**src/design/pfsc_pkg.sv**
```systemverilog
// Package for the pixel format screen converter: payload structs, register
// indexes, format codes and the control structs of the phase calculator.
// No dependencies.
package pfsc_pkg;

	localparam int COUNT_W   = 16;  // column and row counters
	localparam int GROUP_W   = 5;   // zoom + 1, up to 16
	localparam int PHASE_W   = 4;   // position inside a decimation group
	localparam int CFG_IDX_W = 3;
	localparam int CFG_DATA_W = 16;
	localparam int SRC_INDEX_ENTRIES = 256;  // codes of an 8-bit source index

	typedef enum logic [1:0] {
		OP_PIXEL     = 2'd0,
		OP_PAL_WRITE = 2'd1,
		OP_FRAME     = 2'd2
	} op_t;

	typedef enum logic [CFG_IDX_W-1:0] {
		REG_SOURCE_FORMAT = 3'd0,
		REG_TARGET_MODE   = 3'd1,
		REG_BYTE_SWAP     = 3'd2,
		REG_PACK_LAYOUT   = 3'd3,
		REG_ZOOM          = 3'd4,
		REG_IMAGE_WIDTH   = 3'd5,
		REG_IMAGE_HEIGHT  = 3'd6
	} cfg_reg_t;

	localparam logic [1:0] SRC_PALETTE = 2'd0;
	localparam logic [1:0] SRC_RGB565  = 2'd1;

	localparam logic [1:0] TGT_PACK16    = 2'd0;
	localparam logic [1:0] TGT_RGB24     = 2'd1;
	localparam logic [1:0] TGT_PAD_FIRST = 2'd2;
	localparam logic [1:0] TGT_PAD_LAST  = 2'd3;

	localparam logic [1:0] LAYOUT_555    = 2'd0;
	localparam logic [1:0] LAYOUT_565_G5 = 2'd2;

	localparam logic [7:0]  MASK_5BIT  = 8'hf8;
	localparam logic [7:0]  MASK_6BIT  = 8'hfc;
	localparam logic [15:0] MASK_R565  = 16'hf800;
	localparam logic [15:0] MASK_G565  = 16'h07e0;
	localparam logic [15:0] MASK_B565  = 16'h001f;

	localparam logic [2:0] BYTES_16 = 3'd2;
	localparam logic [2:0] BYTES_24 = 3'd3;
	localparam logic [2:0] BYTES_32 = 3'd4;

	typedef struct packed {
		logic [1:0]  op;
		logic [23:0] pixel_value;
		logic [7:0]  palette_index;
		logic [23:0] palette_color;
	} pix_in_t;

	typedef struct packed {
		logic [31:0] screen_word;
		logic [2:0]  byte_count;
		logic        row_end;
	} pix_out_t;

	typedef struct packed {
		logic               start;
		logic [GROUP_W-1:0] divisor;
	} phase_req_t;

	typedef struct packed {
		logic               busy;
		logic               done;
		logic [PHASE_W-1:0] col_phase;
		logic [PHASE_W-1:0] row_phase;
	} phase_rsp_t;

endpackage

```
**src/design/pfsc_phase_calc.sv**
```systemverilog
// Phase calculator: column and row counter modulo the decimation group size,
// one restoring remainder bit per cycle for both counters in parallel.
// Depends on pfsc_pkg.
module pfsc_phase_calc (
	input  logic                             clk,
	input  logic                             arst_n,
	input  pfsc_pkg::phase_req_t             req,
	input  logic [pfsc_pkg::COUNT_W-1:0]     col,
	input  logic [pfsc_pkg::COUNT_W-1:0]     row,
	output pfsc_pkg::phase_rsp_t             rsp
);
	import pfsc_pkg::*;

	localparam int STEP_W = $clog2(COUNT_W);

	logic                busy_q;
	logic [STEP_W-1:0]   step_q;
	logic [GROUP_W-1:0]  divisor_q;
	logic [COUNT_W-1:0]  col_sh_q;
	logic [COUNT_W-1:0]  row_sh_q;
	logic [PHASE_W-1:0]  col_rem_q;
	logic [PHASE_W-1:0]  row_rem_q;
	logic [GROUP_W-1:0]  col_trial;
	logic [GROUP_W-1:0]  row_trial;
	logic [PHASE_W-1:0]  col_rem_d;
	logic [PHASE_W-1:0]  row_rem_d;
	logic                last_step;

	always_comb begin
		col_trial = {col_rem_q, col_sh_q[COUNT_W-1]};
		row_trial = {row_rem_q, row_sh_q[COUNT_W-1]};
		// subtract the divisor where it fits; the remainder stays below it
		col_rem_d = (col_trial >= divisor_q) ? PHASE_W'(col_trial - divisor_q)
		                                     : PHASE_W'(col_trial);
		row_rem_d = (row_trial >= divisor_q) ? PHASE_W'(row_trial - divisor_q)
		                                     : PHASE_W'(row_trial);
		last_step = (step_q == STEP_W'(COUNT_W - 1));
	end

	always_ff @(posedge clk or negedge arst_n) begin
		if (!arst_n) begin
			busy_q <= 1'b0;
			step_q <= '0;
		end else if (req.start) begin
			busy_q <= 1'b1;
			step_q <= '0;
		end else if (busy_q) begin
			busy_q <= !last_step;
			step_q <= step_q + STEP_W'(1);
		end
	end

	always_ff @(posedge clk) begin
		if (req.start) begin
			divisor_q <= req.divisor;
			col_sh_q  <= col;
			row_sh_q  <= row;
			col_rem_q <= '0;
			row_rem_q <= '0;
		end else if (busy_q) begin
			col_sh_q  <= {col_sh_q[COUNT_W-2:0], 1'b0};
			row_sh_q  <= {row_sh_q[COUNT_W-2:0], 1'b0};
			col_rem_q <= col_rem_d;
			row_rem_q <= row_rem_d;
		end
	end

	assign rsp.busy      = busy_q;
	assign rsp.done      = busy_q && last_step;
	assign rsp.col_phase = col_rem_d;
	assign rsp.row_phase = row_rem_d;

endmodule

```
**config.mk**
```make
export PLATFORM = sky130hd
export DESIGN_NAME = pfsc_phase_calc
export DESIGN_NICKNAME = d
export VERILOG_FILES = /design/src/design/pfsc_pkg.sv /design/src/design/pfsc_phase_calc.sv
export SDC_FILE = /design/constraint.sdc
export NUM_CORES = 1
export LEC_CHECK = 0
export ABC_AREA = 1
export BUFFER_PORTS_ARGS = -buffer_cell sky130_fd_sc_hd__buf_2
export CAP_MARGIN = 20
export CORE_MARGIN = 2
export CORE_UTILIZATION = 59
export DETAILED_ROUTE_END_ITERATION = 10
export HOLD_SLACK_MARGIN = 0.08
export PLACE_DENSITY_LB_ADDON = 0.25
export SLEW_MARGIN = 20
export SYNTH_ARGS = -nofsm -noshare
export SYNTH_HDL_FRONTEND = slang
export SYNTH_SLANG_ARGS = --single-unit
```
**constraint.sdc**
```tcl
create_clock -name clk -period 3.5 [get_ports clk]
set_clock_uncertainty 0.05 [all_clocks]
set_input_delay 0.175 -clock clk [delete_from_list [all_inputs] [get_ports clk]]
set_output_delay 0.175 -clock clk [all_outputs]
set_load 0.005 [all_outputs]
```
==> flow_summary.yaml <==
die:
  fp.dieW_um: 70.8
  die_h_um: 70.8
  core-area_um2: 4320
  io_pins: 50
  rows: 24
  initial_core_util_pct: 60.9
  die_area_um2: 5020
setup_path:
  timing.rr.start: "busy_q"
  worst_path_max_delay_cell: "edfxtp_1"
  cp_max_fo: 2
  critPathKind: "reg -> out"
  crit_top_cell: "inv_1"
  endpoint_kind: "output pin"
  critPathLaunchType: "flop"
  slowest_delay_ns: 0.37
  crit_arrival_ns: 1.90
  crit_start: "row_sh_q[15]"
  crit_family: "adder cells"
  crit_buf_inv: 3
  required_ns: 3.27
  crit_chain: "inv_1 > ha_1 > inv_1 > fa_1 > xnor2_1 > nand2_2 > and2_4 > buf_2"
global_routing:
  antenna_found_initial: 0
  grt_max_degree: 40
  grt-ovfl-total: 0
  grt_pass1_vias: 1918
  grt_pass1_wl_mm: 8.40
  track_usage_pct: 21.5
pwr:
  power_leakage_nw: 1.62
  pwr-share-clk_pct: 24.4
  p_int_mw: 1.33
  p_sw_uw: 590
  sw_frac_of_total_pct: 30.7
  power_density_nw_per_um2: 615
  comb_power_share_pct: 35.9
  seqPwrFrac_pct: 39.7
  vdd_drop_max_v: 0.000275
synthesis:
  yosysWarningCount: 0
  synth.ff_latch_count: 50
  yosysSeqAreaShare_pct: 53.0
  syn_nets: 342
  avgSynthCellArea_um2: 9.12
  ys_types: 25
  synth_area_um2: 2640
  syn_inst: 289
cts:
  cts_max_path_buffers: 2
  cts_tree: "done"
  post_cts.repair.setup_buffers: 0
  htreeDepth: 2
  post_cts_resized: 0
  clk_latency_ns: 0.30
  hold_buffers: 8
  cts.sinks: 50
  cts-root-buf: "clkbuf_8"
  clk_pin_slew_ns: 0.09
  cts_buffers: 5
timing:
  period_share_pct: 60.9
  relSlewSlack_pct: 65.1
  min_period_ns: 2.13
  maxSlewViolCount: 0
  fmax_ghz: 0.469
  setup-violations-final: 0
  rsz0062_at_grt: "false"
  hold_viol: 0
  worst_pin_slew_ns: 0.523
  setup_tns_ns: 0
route:
  detail-route-antenna-nets: 0
  wirelength_mm: 4.87
  viasPerCell: 4.86
  post-route-drc-count: 0
  first_pass_iters: 4
  drt_iter0_drc: 77
  wl_per_cell_um: 12.2
  vias: 1944
layout:
  drive_gt1_share_pct: 27.0
  fin_util_pct: 72.4
  syn_to_final_growth_pct: 18.8
  nets: 400
  num_antenna_cells: 0
status:
  status: "complete, no violations"
worst_hold_path:
  hp-class: "in -> reg"
  min_from: "row[11]"
placement:
  place_congestion: 0.866
  hpwl_mm: 3.46
  io_buffers: 49
job:
  drv_cap: 0
[cells in the mapped netlist]
cell        n  area share, %
nand3_1    20            3.8
a41oi_1     1           0.33
clkinv_1    2           0.29
o21ai_1     2           0.38
inv_2       4           0.57
dfrtp_1     5            4.7
fa_1        2            1.5
a21oi_4     2            1.2
a21oi_1     2           0.38
o21ai_0     1           0.19
and2_4      8            2.7
edfxtp_1   37             42
buf_2       7            1.3
nor2_1      3           0.43
buf_4       1           0.29
nor2_4      1           0.43
ha_1       11            5.2
inv_1      25            3.6
xnor2_1     2           0.66
nand2_4     4            1.7
nand2_1   124             18
nor3_2      1           0.38
dfxtp_1     8            6.1
a21oi_2     2           0.66
nand2_2    14            3.3
[registers in the layout, indices dropped and copies added (netlist names)]
| register | flops |
|---|---|
| row_sh_q | 16 |
| busy_q | 1 |
| row_rem_q | 4 |
| col_rem_q | 4 |
| col_sh_q | 16 |
| step_q | 4 |
| divisor_q | 5 |
[kinds of logic after synthesis]
logic type	after synthesis	share of synthesized area [%]
flops	50	53.0
fa+ha+maj	13	6.74
buf+inv	39	6.03
compound gates	10	3.18
simple gates	175	30.4
xor+xnor	2	0.665
[path summary, 6_finish.rpt]
| check | slack, ns | endpoint | cells after the start |
|---|---|---|---|
| max in group asynchronous | 3.07 | step_q[1] | 2 |
| min in group asynchronous | 0.18 | busy_q | 2 |
| min reg2reg | 0.43 | col_rem_q[3] | 2 |
| max | 1.37 | rsp[2] | 8 |
| max reg2reg | 1.82 | row_sh_q[12] | 3 |
| min | 0.09 | row_sh_q[11] | 3 |
[cell usage in the layout (no fill, tap or decap), drive strengths merged]
cell type,count
buf,51
edfxtp,37
xnor2,2
bufinv,2
dfrtp,5
nand2,142
inv,29
dlygate4sd3,8
and2,8
fa,2
nor2,4
nor3,1
ha,11
clkbuf,5
a21oi,6
dfxtp,8
o21ai,3
a41oi,1
clkinv,3
nand3,20
[power by group through the flow]
stage               Sequential (mW)  Combinational (mW)  Clock, mW
detailed placement            0.777               0.690          0
finish                        0.764               0.691      0.469
global route                  0.774               0.782      0.507
CTS                           0.765               0.699      0.477
floorplan                     0.763               0.533          0
global placement              0.774               0.672          0
[tightest hold or removal path, stage by stage]
cell and delay, ns:
buf_2 0.08, nand2_1 0.04, nand2_1 0.05
[per-stage QoR]
| step | hold WS, ns | cell area [µm²] | cells | setup WS (ns) | total power, mW |
|---|---|---|---|---|---|
| after floorplan | -0.171 | 2640 | 289 | 1.89 | 1.30 |
| after global placement | -0.0551 | 2920 | 384 | 1.66 | 1.45 |
| after detailed placement | -0.0488 | 2920 | 384 | 1.62 | 1.47 |
| after CTS | 0.0809 | 3130 | 400 | 1.36 | 1.94 |
| after global routing | 0.0807 | 3130 | 400 | 1.20 | 2.06 |
| final | 0.0872 | 3130 | 400 | 1.37 | 1.92 |
[cell type report]
type                            instances  area [µm²]
Clock buffer                            5        68.8
Sequential cell                        50        1400
Tap cell                               52        65.1
Timing Repair Buffer                   59         340
Multi-Input combinational cell        200        1080
Inverter                               31         116
Clock inverter                          3        63.8
Fill cell                             340        1190
[metal layers]
metal,global-route usage [%],vias up,routed length (µm)
met5,0,-,0
met2,38.6,39,2530
met1,26.3,870,2120
met3,4.27,7,151
li1,-,1028,-
met4,6.29,0,72
(Power assumes the default switching activity.)
